--- config.mk ---
export PLATFORM = sky130hd
export DESIGN_NAME = tra_lane
export DESIGN_NICKNAME = d
export VERILOG_FILES = /design/src/sv/tra_pkg.sv /design/src/sv/tra_lane.sv
export SDC_FILE = /design/constraint.sdc
export NUM_CORES = 1
export LEC_CHECK = 0
export ABC_CLOCK_PERIOD_IN_PS = 6200
export BUFFER_PORTS_ARGS = -buffer_cell sky130_fd_sc_hd__buf_2
export CAP_MARGIN = 20
export CELL_PAD_IN_SITES_DETAIL_PLACEMENT = 2
export CELL_PAD_IN_SITES_GLOBAL_PLACEMENT = 2
export CORE_MARGIN = 8
export CORE_UTILIZATION = 37
export CTS_CLUSTER_SIZE = 12
export DETAILED_ROUTE_END_ITERATION = 8
export GPL_ROUTABILITY_DRIVEN = 1
export PLACE_DENSITY_LB_ADDON = 0.1
export SYNTH_ARGS = -nofsm -noshare
export SYNTH_HDL_FRONTEND = slang
export SYNTH_SLANG_ARGS = --single-unit
--- constraint.sdc ---
create_clock -name aclk -period 6.2 [get_ports aclk]
set_input_delay 0.93 -clock aclk [delete_from_list [all_inputs] [get_ports aclk]]
set_output_delay 0.93 -clock aclk [all_outputs]
set_load 0.005 [all_outputs]
--- src/sv/tra_pkg.sv ---
package tra_pkg;

    // Field widths
    localparam int TIME_W    = 64;
    localparam int PIX_W     = 8;
    localparam int RGB_W     = 3 * PIX_W;
    localparam int CFG_DIM_W = 13;
    localparam int WIN_W     = 32;
    localparam int AREA_W    = 2 * CFG_DIM_W;
    localparam int S_TDATA_W = TIME_W + RGB_W;
    localparam int M_TDATA_W = RGB_W;

    // Frame store geometry
    localparam int FRAME_PIXELS = 1048576;
    localparam int ADDR_W       = $clog2(FRAME_PIXELS);
    localparam int POS_W        = ADDR_W + 1;

    // Blend weight, unsigned Q1.16
    localparam int FRAC_W   = 16;
    localparam int WEIGHT_W = FRAC_W + 1;
    localparam logic [WEIGHT_W-1:0] WEIGHT_ONE = WEIGHT_W'(1) << FRAC_W;
    localparam int PROD_W   = WEIGHT_W + PIX_W;
    localparam int DIV_CNT_W = $clog2(FRAC_W);

    localparam logic [TIME_W-1:0] MIN_GAP_US = 64'd1000000;

    // Register reset values
    localparam logic [CFG_DIM_W-1:0] WIDTH_RST  = 13'd640;
    localparam logic [CFG_DIM_W-1:0] HEIGHT_RST = 13'd480;
    localparam logic [WIN_W-1:0]     WINDOW_RST = 32'd10000000;

    // Configuration register indexes
    localparam int CFG_IDX_W = 2;
    localparam logic [CFG_IDX_W-1:0] CFG_FRAME_WIDTH  = 2'd0;
    localparam logic [CFG_IDX_W-1:0] CFG_FRAME_HEIGHT = 2'd1;
    localparam logic [CFG_IDX_W-1:0] CFG_AVG_WINDOW   = 2'd2;

    typedef struct packed {
        logic             start;
        logic [WIN_W-1:0] dividend;
        logic [WIN_W-1:0] divisor;
    } div_req_t;

    typedef struct packed {
        logic busy;
        logic done;
    } div_status_t;

endpackage

--- src/sv/tra_lane.sv ---
module tra_lane (
    input  logic                          aclk,
    input  logic [tra_pkg::WEIGHT_W-1:0]  alpha,
    input  logic [tra_pkg::PIX_W-1:0]     new_px,
    input  logic [tra_pkg::PIX_W-1:0]     old_px,
    output logic [tra_pkg::PIX_W-1:0]     mix
);

    localparam int Q_W = tra_pkg::PROD_W - tra_pkg::FRAC_W;
    localparam logic [tra_pkg::FRAC_W-1:0] HALF = tra_pkg::FRAC_W'(1) << (tra_pkg::FRAC_W - 1);
    localparam logic [Q_W-1:0] PIX_MAX = Q_W'((1 << tra_pkg::PIX_W) - 1);

    logic [tra_pkg::WEIGHT_W-1:0] comp_alpha;
    logic [tra_pkg::PROD_W-1:0]   prod_new_reg, prod_new_next;
    logic [tra_pkg::PROD_W-1:0]   prod_old_reg, prod_old_next;
    logic [tra_pkg::PROD_W-1:0]   sum;
    logic [Q_W-1:0]               quo;
    logic [tra_pkg::FRAC_W-1:0]   rem;
    logic                         round_up;
    logic [Q_W-1:0]               quo_rnd;
    logic [tra_pkg::PIX_W-1:0]    mix_reg, mix_next;

    // Stage 1: weight both pixels
    always_comb begin
        comp_alpha    = tra_pkg::WEIGHT_ONE - alpha;
        prod_new_next = tra_pkg::PROD_W'(alpha) * tra_pkg::PROD_W'(new_px);
        prod_old_next = tra_pkg::PROD_W'(comp_alpha) * tra_pkg::PROD_W'(old_px);
    end

    // Stage 2: add, round half to even, clamp
    always_comb begin
        sum      = prod_new_reg + prod_old_reg;
        quo      = sum[tra_pkg::PROD_W-1:tra_pkg::FRAC_W];
        rem      = sum[tra_pkg::FRAC_W-1:0];
        round_up = (rem > HALF) || ((rem == HALF) && quo[0]);
        quo_rnd  = quo + Q_W'(round_up);
        mix_next = (quo_rnd > PIX_MAX) ? PIX_MAX[tra_pkg::PIX_W-1:0]
                                       : quo_rnd[tra_pkg::PIX_W-1:0];
    end

    always_ff @(posedge aclk) begin
        prod_new_reg <= prod_new_next;
        prod_old_reg <= prod_old_next;
        mix_reg      <= mix_next;
    end

    assign mix = mix_reg;

endmodule

Word level (Yosys, flattened, before mapping). Cells that the tools add are included.

Word-level logic and storage cells: 13. Bits in registers: 58. Bits of input ports: 34. Output and inout port bits: 8.

Reduce and logical (&&, ||, !) cells: 2. Magnitude comparators: 2. Multipliers: 2. Equality and inequality tests: 1. Add/sub/neg operators: 3.

Operator list (number): multiplier 17 x 8 -> 25 bit (2); adder 25 bit (1); subtractor 17 bit, first input constant (1); equality test 16 bit, second input constant (1); greater-than comparator 16 bit, second input constant (1); adder 9 x 1 -> 9 bit (1); greater-than comparator 9 x 8 -> 1 bit, second input constant (1); logical AND 1 bit (1); logical OR 1 bit (1).

Longest topological paths before layout.
Depth in word-level cells: 6. Mapped depth: 26. Gate-level depth less buffers: 25.

Worst setup path after synthesis. No wires, ideal clock.

Path kind: input -> register. Start point: in alpha[3] in the netlist's numbering. End point: reg prod_old_reg[24] in the netlist's numbering. Library setup time: 0.072 ns. Path buffers: 2. Setup slack: -0.478 ns. Data required time: 6.128 ns. Data arrival time: 6.605 ns. Stages on the path: 26. Cell sequence: clkbuf_1 > nor2_1 > nand3_1 > or3_1 > clkbuf_1 > nand2b_1 > nor3_1 > xnor2_1 > and2_1 > fa_1 > fa_1 > fa_1 > inv_1 > fa_1 > inv_1 > ha_1 > a21o_1 > a21o_1 > a21oi_1 > nor2_1 > a21oi_1 > o31ai_1 > or4_1 > a41o_1 > a21oi_1 > xnor2_1.

Cells in the longest elaborated chain, start to end: 2.

Ends and longest elaborated chain: start: declaration (RTL line tra_lane.sv:3) `input logic [tra_pkg::WEIGHT_W-1:0] alpha,`; subtractor 17 bit (RTL line tra_lane.sv:25) `comp_alpha = tra_pkg::WEIGHT_ONE - alpha;`; multiplier 17 x 8 -> 25 bit (RTL line tra_lane.sv:27) `prod_old_next = tra_pkg::PROD_W'(comp_alpha) * tra_pkg::PROD_W'(old_px);`; named net prod_old_next, one bit (RTL line tra_lane.sv:15) `logic [tra_pkg::PROD_W-1:0] prod_old_reg, prod_old_next;`; end signal: assignment (RTL line tra_lane.sv:43) `prod_old_reg <= prod_old_next;`; end: declaration (RTL line tra_lane.sv:15).

The timed path passes the listed nets, and every way through them passes these cells. A chain may end at the register's enable or synchronous reset.

Final worst setup path. Same ends and word-level chain as after synthesis.

==> metrics.txt <==
status=complete, no violations; vias=around 9000; Post-Route WL=between 30 and 40 mm; worst skew pair latency=340 ps; Post-Place Cells=approximately 1700; Worst Setup Start Kind=primary input; Critical-path top delay cell=fa_1; critical path endpoint category=register; cell count after synthesis=roughly 1200; Site Rows=between 60 and 70; Tcrit/Tclk final=between 90% and 100%; vias in the first global route=between 10000 and 15000; Largest delay share family, worst path=adder cells; first-pass GRT wire length=roughly 56 mm; maxcap violations=0; largest stage delay on the critical path=roughly 500 ps; Worst-path clk slew=60 ps; Achievable Freq=161.4 MHz; post-synthesis register bit count=58; Iter 0 DRT Violations=239; TritonCTS Buffers=9; Async SR Flop Fraction=0%; Tightest Hold Check Type=reg -> reg; CTS tree=done; CP dominant cell by count=fa_1; die width=about 190 µm; Unique masters post-synth=slightly below 70; most common flop cell mapped by yosys=dfxtp_1; Leak=approximately 6.4 nW; yosys warns=0; WHS=about 970 ps; Die Footprint=0.03603 mm²; Post-synth EDFFs=0; syn nets=between 1500 and 2000; Max Slew Vio Count=0; pin count of the biggest net entering global routing=18; worst path required time=between 6000 and 7000 ps; final instance area=0.01322 mm²; setup violators final=0; starting density of the core=roughly 38%; remaining global-route overflow=0; Core Box Area=roughly 0.03 mm²; CTS Hold Bufs=0; final hold vios=0; buffer and inverter count on the worst path=4; RSZ-0062 raised after global routing=yes; Synth-to-Final Area Change=18.22%; R2R setup slack=approximately 2100 ps; clock skew=4.805 ps; GR Util All Layers=19.40%; Slew HR=about 63%; final cell count without fillers=around 1800; Slew @ Worst Pin=about 540 ps; DRC violations left=0; # diodes=0; Die H=189.8 µm; root buf cell=clkbuf_16; H-tree Lvls=3; Power Density=between 500 and 600 mW/mm²; Final Wtd Congestion=~0.8; share of cells above drive strength 1=~18%; Worst Setup Path Type=in -> reg; final worst slack=around 5.8 ps; post-synthesis sequential area ratio=a little over 10%; setup TNS=0 ps; Worst EP arrival=between 6000 and 7000 ps; Post-DP Area=about 0.013 mm²; PortBufs=41; crit-path max FO=5; initial antenna violation count=0; ANT nets after route=0; Vias/cell=between 5 and 6; min Tclk post-route=6194 ps; DR WL/cell=18.66 µm; Worst VDD drop=around 0.19 mV; Synth Cell Area=roughly 0.011 mm²; dpl hpwl=around 28 mm; nets=approximately 1700; Pre-antenna DRT Iters=4; clock sink count=just under 60; Max Root-Sink Buffers=2; pre-CTS setup slack=-611.3 ps; Syn Area/Cell=8.972 µm²; I/O pins=42
-- synthesized netlist by cell type (6+ instances only) --
master / n / share of area [%]
o21a_1: 10 / 0.67
xnor2_1: 45 / 3.5
a21o_1: 19 / 1.3
ha_1: 117 / 13
nor3_1: 14 / 0.63
clkbuf_1: 37 / 1.2
nor2_1: 40 / 1.3
and3_1: 9 / 0.50
a21oi_1: 40 / 1.8
or3_1: 7 / 0.39
fa_1: 181 / 32
and2_1: 175 / 9.8
nor2b_1: 12 / 0.67
xor2_1: 25 / 2.0
nand2_1: 123 / 4.1
a211oi_1: 9 / 0.60
nor4_1: 6 / 0.34
o21ai_0: 26 / 1.2
nand3_1: 15 / 0.67
inv_1: 193 / 6.5
nand2b_1: 9 / 0.50
dfxtp_1: 58 / 10
-- final cells by class --
| class | count | area [µm²] |
|---|---|---|
| Fill cell | 3285 | 16500 |
| Multi-Input combinational cell | 957 | 9462 |
| Sequential cell | 58 | 1161 |
| Timing Repair Buffer | 154 | 1076 |
| Inverter | 193 | 724.4 |
| Tap cell | 390 | 488.0 |
| Clock buffer | 10 | 239.0 |
| Clock inverter | 6 | 66.31 |
-- final timing paths --
kind	start	end	cells past startpoint
max	alpha[3]	prod_old_reg[24]$_DFF_P_	26
min	prod_new_reg[24]$_DFF_P_	mix[4]$_SDFF_PN1_	4
max reg2reg	prod_new_reg[0]$_DFF_P_	mix[5]$_SDFF_PN1_	16
min reg2reg	prod_new_reg[24]$_DFF_P_	mix[4]$_SDFF_PN1_	4
-- kinds of logic after synthesis --
kind of cell    share of synthesized area (%)
compound gates                          9.390
simple gates                            20.90
mux                                    0.1791
fa+ha+maj                               45.51
flops                                   10.39
buf+inv                                 7.767
xor+xnor                                5.876
-- timing repair --
item | CTS | global route
setup buffers | 11 | 5
pin swaps | 34 | 22
gates resized for setup | 25 | 15
gates cloned | 0 | 0
endpoints found under the setup margin | 5 | 6
endpoints found under the hold margin | 0 | 0
-- per-layer routing --
metal  GRT usage [%]  vias up  wire [µm]
li1                -     4206          -
met1           23.07     4636      14300
met2           36.50       75      17470
met3           2.069       36        484
met4           4.991        0        726
met5               0        -          0
-- layout by cell type, fill, tap and decap left out, types with 12 or more instances in the layout --
cell and n:
a21o_1 19, a21oi_1 36, and2_1 169, buf_2 40, buf_4 112, dfxtp_1 58, fa_1 180, ha_1 110
inv_1 189, nand2_1 120, nand3_1 14, nor2_1 35, nor2b_1 12, nor3_1 12, o21ai_0 24, xnor2_1 39
xor2_1 23
-- where the power goes --
group,internal [mW],total [mW],switching [mW]
combinational,2.52,5.67,3.14
clock,0.322,0.513,0.192
sequential,0.609,0.679,0.0695
-- metrics by stage --
| stage | total power, mW | util [%] |
|---|---|---|
| 2_1_floorplan | 4.444 | - |
| 3_3_place_gp | 6.047 | 42.42 |
| 3_5_place_dp | 6.261 | 42.42 |
| 4_1_cts | 6.935 | 44.17 |
| 5_1_grt | 7.631 | 44.47 |
| 6_report | 6.857 | 44.47 |
-- tightest hold or removal path: cells and delay by family (launching register included) --
kind	cells	cell delay, ps
DFF	1	330
AOI/OAI and AO/OA	1	70
xor gates and xnor gates	3	530
Note: power is estimated with default switching activity, not from simulation.
