[src/sv/tra_pkg.sv]
package tra_pkg;

    // Field widths
    localparam int TIME_W    = 64;
    localparam int PIX_W     = 8;
    localparam int RGB_W     = 3 * PIX_W;
    localparam int CFG_DIM_W = 13;
    localparam int WIN_W     = 32;
    localparam int AREA_W    = 2 * CFG_DIM_W;
    localparam int S_TDATA_W = TIME_W + RGB_W;
    localparam int M_TDATA_W = RGB_W;

    // Frame store geometry
    localparam int FRAME_PIXELS = 1048576;
    localparam int ADDR_W       = $clog2(FRAME_PIXELS);
    localparam int POS_W        = ADDR_W + 1;

    // Blend weight, unsigned Q1.16
    localparam int FRAC_W   = 16;
    localparam int WEIGHT_W = FRAC_W + 1;
    localparam logic [WEIGHT_W-1:0] WEIGHT_ONE = WEIGHT_W'(1) << FRAC_W;
    localparam int PROD_W   = WEIGHT_W + PIX_W;
    localparam int DIV_CNT_W = $clog2(FRAC_W);

    localparam logic [TIME_W-1:0] MIN_GAP_US = 64'd1000000;

    // Register reset values
    localparam logic [CFG_DIM_W-1:0] WIDTH_RST  = 13'd640;
    localparam logic [CFG_DIM_W-1:0] HEIGHT_RST = 13'd480;
    localparam logic [WIN_W-1:0]     WINDOW_RST = 32'd10000000;

    // Configuration register indexes
    localparam int CFG_IDX_W = 2;
    localparam logic [CFG_IDX_W-1:0] CFG_FRAME_WIDTH  = 2'd0;
    localparam logic [CFG_IDX_W-1:0] CFG_FRAME_HEIGHT = 2'd1;
    localparam logic [CFG_IDX_W-1:0] CFG_AVG_WINDOW   = 2'd2;

    typedef struct packed {
        logic             start;
        logic [WIN_W-1:0] dividend;
        logic [WIN_W-1:0] divisor;
    } div_req_t;

    typedef struct packed {
        logic busy;
        logic done;
    } div_status_t;

endpackage

[src/sv/tra_div.sv]
module tra_div (
    input  logic                      aclk,
    input  logic                      aresetn,
    input  tra_pkg::div_req_t         req,
    output tra_pkg::div_status_t      status,
    output logic [tra_pkg::FRAC_W-1:0] quotient
);

    localparam logic [tra_pkg::DIV_CNT_W-1:0] CNT_LAST =
        tra_pkg::DIV_CNT_W'(tra_pkg::FRAC_W - 1);

    logic                          busy_reg, busy_next;
    logic                          done_reg, done_next;
    logic [tra_pkg::DIV_CNT_W-1:0] cnt_reg, cnt_next;
    logic [tra_pkg::WIN_W-1:0]     rem_reg, rem_next;
    logic [tra_pkg::WIN_W-1:0]     div_reg, div_next;
    logic [tra_pkg::FRAC_W-1:0]    quo_reg, quo_next;

    logic [tra_pkg::WIN_W:0] rem_sh;
    logic [tra_pkg::WIN_W:0] diff;
    logic                    fits;

    // One quotient bit per cycle; the remainder always stays below the divisor
    always_comb begin
        rem_sh = {rem_reg, 1'b0};
        diff   = rem_sh - {1'b0, div_reg};
        fits   = rem_sh >= {1'b0, div_reg};

        busy_next = busy_reg;
        done_next = 1'b0;
        cnt_next  = cnt_reg;
        rem_next  = rem_reg;
        div_next  = div_reg;
        quo_next  = quo_reg;

        if (req.start) begin
            busy_next = 1'b1;
            cnt_next  = '0;
            rem_next  = req.dividend;
            div_next  = req.divisor;
            quo_next  = '0;
        end else if (busy_reg) begin
            rem_next = fits ? diff[tra_pkg::WIN_W-1:0] : rem_sh[tra_pkg::WIN_W-1:0];
            quo_next = {quo_reg[tra_pkg::FRAC_W-2:0], fits};
            cnt_next = cnt_reg + 1'b1;
            if (cnt_reg == CNT_LAST) begin
                busy_next = 1'b0;
                done_next = 1'b1;
            end
        end
    end

    always_ff @(posedge aclk) begin
        if (!aresetn) begin
            busy_reg <= 1'b0;
            done_reg <= 1'b0;
            cnt_reg  <= '0;
        end else begin
            busy_reg <= busy_next;
            done_reg <= done_next;
            cnt_reg  <= cnt_next;
        end
    end

    always_ff @(posedge aclk) begin
        rem_reg <= rem_next;
        div_reg <= div_next;
        quo_reg <= quo_next;
    end

    assign status.busy = busy_reg;
    assign status.done = done_reg;
    assign quotient    = quo_reg;

endmodule

[config.mk]
export PLATFORM = sky130hd
export DESIGN_NAME = tra_div
export DESIGN_NICKNAME = d
export VERILOG_FILES = /design/src/sv/tra_pkg.sv /design/src/sv/tra_div.sv
export SDC_FILE = /design/constraint.sdc
export NUM_CORES = 1
export LEC_CHECK = 0
export ABC_AREA = 0
export BUFFER_PORTS_ARGS = -buffer_cell sky130_fd_sc_hd__buf_2
export CAP_MARGIN = 10
export CORE_MARGIN = 2
export CORE_UTILIZATION = 60
export CTS_CLUSTER_SIZE = 10
export DETAILED_ROUTE_END_ITERATION = 10
export PLACE_DENSITY = 0.8
export SLEW_MARGIN = 20
export SYNTH_ARGS = -nofsm -noshare
export SYNTH_HDL_FRONTEND = slang
export SYNTH_SLANG_ARGS = --single-unit
export TNS_END_PERCENT = 20
[constraint.sdc]
create_clock -name aclk -period 9.6 [get_ports aclk]
set_input_delay 0 -clock aclk [delete_from_list [all_inputs] [get_ports aclk]]
set_output_delay 0 -clock aclk [all_outputs]
set_load 0.05 [all_outputs]
[After elaboration in Yosys (flattened, before gate mapping)]
Index checks and enable logic that the tools add are counted.
W data, S select, Z words.
Operators by class
  add/sub/neg operators: 2
  $mul: 0
  divide/modulo/power cells: 0
  magnitude comparators: 1
  eq/ne operators: 1
  shifts and indexed selects: 0
  muxes and demuxes: 7
  bitwise gates (word level): 2
  reduce and logical (&&, ||, !) cells: 3
Operator list (count)
  $mux W32: 3
  $ge A33 B32 Y1: 1
  $sub A32 B32 Y32: 1
  $add A4 B1 Y4 const B: 1
  $eq A4 B4 Y1 const B: 1
  $mux W1: 4
  $reduce_or A3 Y1: 1
  $not A1 Y1: 2
  $reduce_bool A2 Y1: 1
  $reduce_or A2 Y1: 1
Storage, ports and cells
  register bits: 86
  bits in latches: 0
  memory bits (writable): 0
  memory bits (read-only): 0
  input bits: 67
  output and inout bits: 18
  word-level logic and storage cells: 22
  memories: 0

[Longest topological paths before layout]
  depth after elaboration: 4
  depth in mapped cells: 13
  depth with buffers taken out: 12

[Least setup slack after synthesis]
OpenSTA, ideal clock, no wires.
  path type: reg-to-reg
  start point: register rem_reg[17] (netlist name)
  end point: register rem_reg[10] (netlist name) (data pin)
  setup time: 0.260 ns
  data arrival time: 2.824 ns
  required time: 9.340 ns
  slack: 6.516 ns
  stages on the path, launching flop included: 12
  buffers on the path: 1
  clock period less this slack: 3.084 ns
  cells stage by stage: edfxtp_1 -> ha_1 -> a21o_1 -> o21bai_1 -> or3_1 -> a211oi_2 -> nor4_2 -> o21ai_4 -> nand2_4 -> buf_6 -> mux2_4 -> mux2_2
Between the ends
  cells in the longest elaborated chain, start to end: 4
RTL lines
  from (decl): line tra_div.sv:15  | logic [tra_pkg::WIN_W-1:0] rem_reg, rem_next;
  from (signal assigned): line tra_div.sv:66  | rem_reg <= rem_next;
  $ge A33 B32 Y1: line tra_div.sv:27  | fits = rem_sh >= {1'b0, div_reg};
  $mux W32: line tra_div.sv:43  | rem_next = fits ? diff[tra_pkg::WIN_W-1:0] : rem_sh[tra_pkg::WIN_W-1:0];
  $mux W32: line tra_div.sv:42  | end else if (busy_reg) begin
  $mux W32: line tra_div.sv:36  | if (req.start) begin
  net rem_next, one bit: line tra_div.sv:15
The timed path passes the listed nets, and every way through them passes these cells. The select of a mux whose other input is x is not followed.
A chain may end at the register's enable or synchronous reset.

[Final worst setup path]
  start point: register rem_reg[15] (netlist name)
  end point: register rem_reg[4] (netlist name) (data pin)
The elaborated chain is that of the path after synthesis.

==> flow_metrics.env <==
export IMPL_start_util_pct=62.1
export IMPL_holdCritPathClass="input pin to register"
export IMPL_clk_latency_ns=0.37
export IMPL_clock_sinks=86
export IMPL_synth_top_area_share_pct=35.5
export IMPL_drt_antenna_violating_nets=0
export IMPL_met3WireLength_um=641
export IMPL_synthToLayoutAreaGrowth_pct=24.1
export IMPL_final_common_cell="buf_2"
export IMPL_portBuffers=84
export IMPL_setup_viol=0
export IMPL_hold_viol_final=0
export IMPL_synth_area_leaders="edfxtp_1, dfxtp_1, ha_1"
export IMPL_slew_violations=0
export IMPL_worst_path_dominant_cell_family="compound AO/OA/AOI/OAI gates"
export IMPL_yosys_area_top_type="edfxtp_1"
export IMPL_min_from="req[64]"
export IMPL_dpl_hpwl_um=8090
export IMPL_die_area_um2=9810
export IMPL_critical_path_required_ns=9.73
export IMPL_drtIter0Drc=206
export IMPL_synth_edff_count=64
export IMPL_startpoint="rem_reg[15]"
export IMPL_ys_ff_latch=86
export IMPL_rrSetupSlack_ns=6.00
export IMPL_die_width_um=99.0
export IMPL_worst_slew_pin_slew_ns=0.857
export IMPL_synth_cell_type_count=60
export IMPL_peakVddDrop_v=0.000119
export IMPL_rows=34
export IMPL_drive_gt1_share_pct=21.9
export IMPL_power_density_nw_per_um2=226
export IMPL_diodes=0
export IMPL_vias=4467
export IMPL_grt_max_degree=54
export IMPL_grt_pass1_wl_um=20200
export IMPL_first_pass_iters=5
export IMPL_clock_skew_ns=0.0145
export IMPL_r2r_cells=10
export IMPL_p_leak_uw=0.00298
export IMPL_grt_usage_pct=25.2
export IMPL_top_layer_used="met4"
export IMPL_r2r_end="rem_reg[4]"
export IMPL_ys_seq_area_share_pct=43.6
export IMPL_cp_cell_sequence="ha_1, a21oi_1, o21bai_1, or3_1, a211oi_2, nor4_2, o21ai_4, nand2_4, mux2_1, mux2_2"
export IMPL_cts_buffers=9
export IMPL_cts_root_buf="clkbuf_8"
export IMPL_end_kind="register"
export IMPL_wl_per_cell_um=15.8
export IMPL_slew_headroom_pct=42.9
export IMPL_via_per_inst=5.77
export IMPL_place_congestion=0.938
export IMPL_synth_ff_type="edfxtp_1"
export IMPL_final_setup_tns_ns=0
export IMPL_clkTransAtPathRegs_ns=0.10
export IMPL_wl_met1_um=5380
export IMPL_ys_warn_count=0
export IMPL_start_kind="register"
export IMPL_coreArea_um2=8720
export IMPL_period_share_pct=37.5
export IMPL_r2r_start="rem_reg[15]"
export IMPL_status="finished clean"
export IMPL_critPathMaxStageDelay_ns=0.42
export IMPL_cts_buffer_depth=2
export IMPL_min_path_cells=2
export IMPL_max_freq_mhz=278
export IMPL_ioPinCount=85
export IMPL_grt_pass1_vias=4398
export IMPL_synthCells=521
export IMPL_max_cap_viol_count=0
export IMPL_nets=762
export IMPL_critical_path_class="register to register"
export IMPL_die_height_um=99.0
export IMPL_cp_slowest_cell="edfxtp_1"
export IMPL_arrival_ns=3.74
export IMPL_async_flop_share_pct=0
export IMPL_hold_path_endpoint="quotient[11]"
export IMPL_cts_tree="done"
export IMPL_antenna_found_initial=0
export IMPL_path_buf_inv=0
export IMPL_final_cell_mix="buf_2, dlygate4sd3_1, edfxtp_1, a21oi_1"
export IMPL_cp_max_fo=26
export IMPL_synth_cell_area_um2=5420
export IMPL_hold_ws_ns=0.0674
export IMPL_rsz0062_at_grt="false"
export IMPL_drc=0
export IMPL_dr_wl_met2_um=6000
export IMPL_synth_avg_cell_area_um2=10.4
export IMPL_h_tree_depth=3
export IMPL_fin_util_pct=77.1
export IMPL_overflow=0
export IMPL_synthesis_nets=622
export IMPL_fin_crit_ns=3.60
export IMPL_totalWireLength_um=12200
==> final cells by class <==
| class | count | area [um^2] |
|---|---|---|
| fill | 565 | 2000 |
| inverter | 41 | 154 |
| tap | 108 | 135 |
| clock buffer | 9 | 124 |
| sequential | 86 | 2360 |
| timing repair buffer | 150 | 1080 |
| multi-input combinational | 373 | 2790 |
| clock inverter | 7 | 73.8 |
==> worst register-to-register path, stage by stage (launching register included) <==
cell and delay, ns:
edfxtp_1 0.42, ha_1 0.38, a21oi_1 0.29, o21bai_1 0.14, or3_1 0.37, a211oi_2 0.35
nor4_2 0.13, o21ai_4 0.27, nand2_4 0.32, mux2_1 0.43, mux2_2 0.26
==> cells by family after synthesis <==
group                      synth area share [%]
AOI/OAI and AO/OA                          15.2
xor gates and xnor gates                   4.20
adders and majority gates                  7.99
buffers and inverters                      4.85
DFF                                        43.6
muxes                                      12.6
and+or+nand+nor                            11.5
==> stage by stage <==
| step | cell area, um^2 | total power, uW | cells | worst slack (ns) |
|---|---|---|---|---|
| 2_1_floorplan | 5420 | 1100 | 521 | 6.52 |
| 3_3_place_gp | 5880 | 1200 | 693 | 6.26 |
| 3_5_place_dp | 5880 | 1230 | 693 | 6.08 |
| 4_1_cts | 6720 | 1510 | 774 | 6.04 |
| 5_1_grt | 6730 | 1620 | 774 | 5.80 |
| 6_report | 6730 | 1520 | 774 | 6.00 |
==> metal layers <==
metal  vias to the layer above  global-route usage, %
met3                        24                   4.47
met4                         0                   7.48
met2                       151                   42.9
met1                      2116                   33.0
li1                       2176                      -
met5                         -                      0
==> how the worst max path moves through the flow <==
stage               slack, ns     endpoint  cells past startpoint
floorplan                6.52  rem_reg[10]                     11
global placement         6.26   rem_reg[8]                     10
detailed placement       6.08   rem_reg[4]                     10
CTS                      6.04   rem_reg[4]                     10
global route             5.80   rem_reg[4]                     10
finish                   6.00   rem_reg[4]                     10
==> cells in the mapped netlist (3+ instances only) <==
cell       n
clkbuf_1  14
xnor2_1   17
nor3_1     9
inv_1     41
ha_1      33
o21ai_0   12
nor2b_1    8
nand2b_1   6
buf_6      3
o21ai_1    8
nand2_1   29
edfxtp_1  64
and4_1     3
a21oi_1   44
mux2i_1   19
nand3_1   12
o21a_1     4
dfxtp_1   22
o21bai_1   7
nor2_1    41
mux2_2    22
mux2_4    11
a211oi_1   8
o31ai_1    5
xor2_1     9
a21o_1    18
mux2_1     7
nand4_1    5
==> repair_timing <==
| item | in CTS | in global routing |
|---|---|---|
| gates resized for setup | 0 | 0 |
| setup buffers | 0 | 0 |
| hold buffers | 65 | 0 |
| hold endpoints to repair | 67 | 0 |
==> power by group <==
group | leakage (uW) | total (uW) | switching [uW] | internal (uW)
registers | 0.000813 | 513 | 35.6 | 477
clock network | 0.000101 | 257 | 154 | 103
logic | 0.00207 | 749 | 388 | 362
total | 0.00298 | 1520 | 578 | 941
Power figures use the tool's default switching activity.
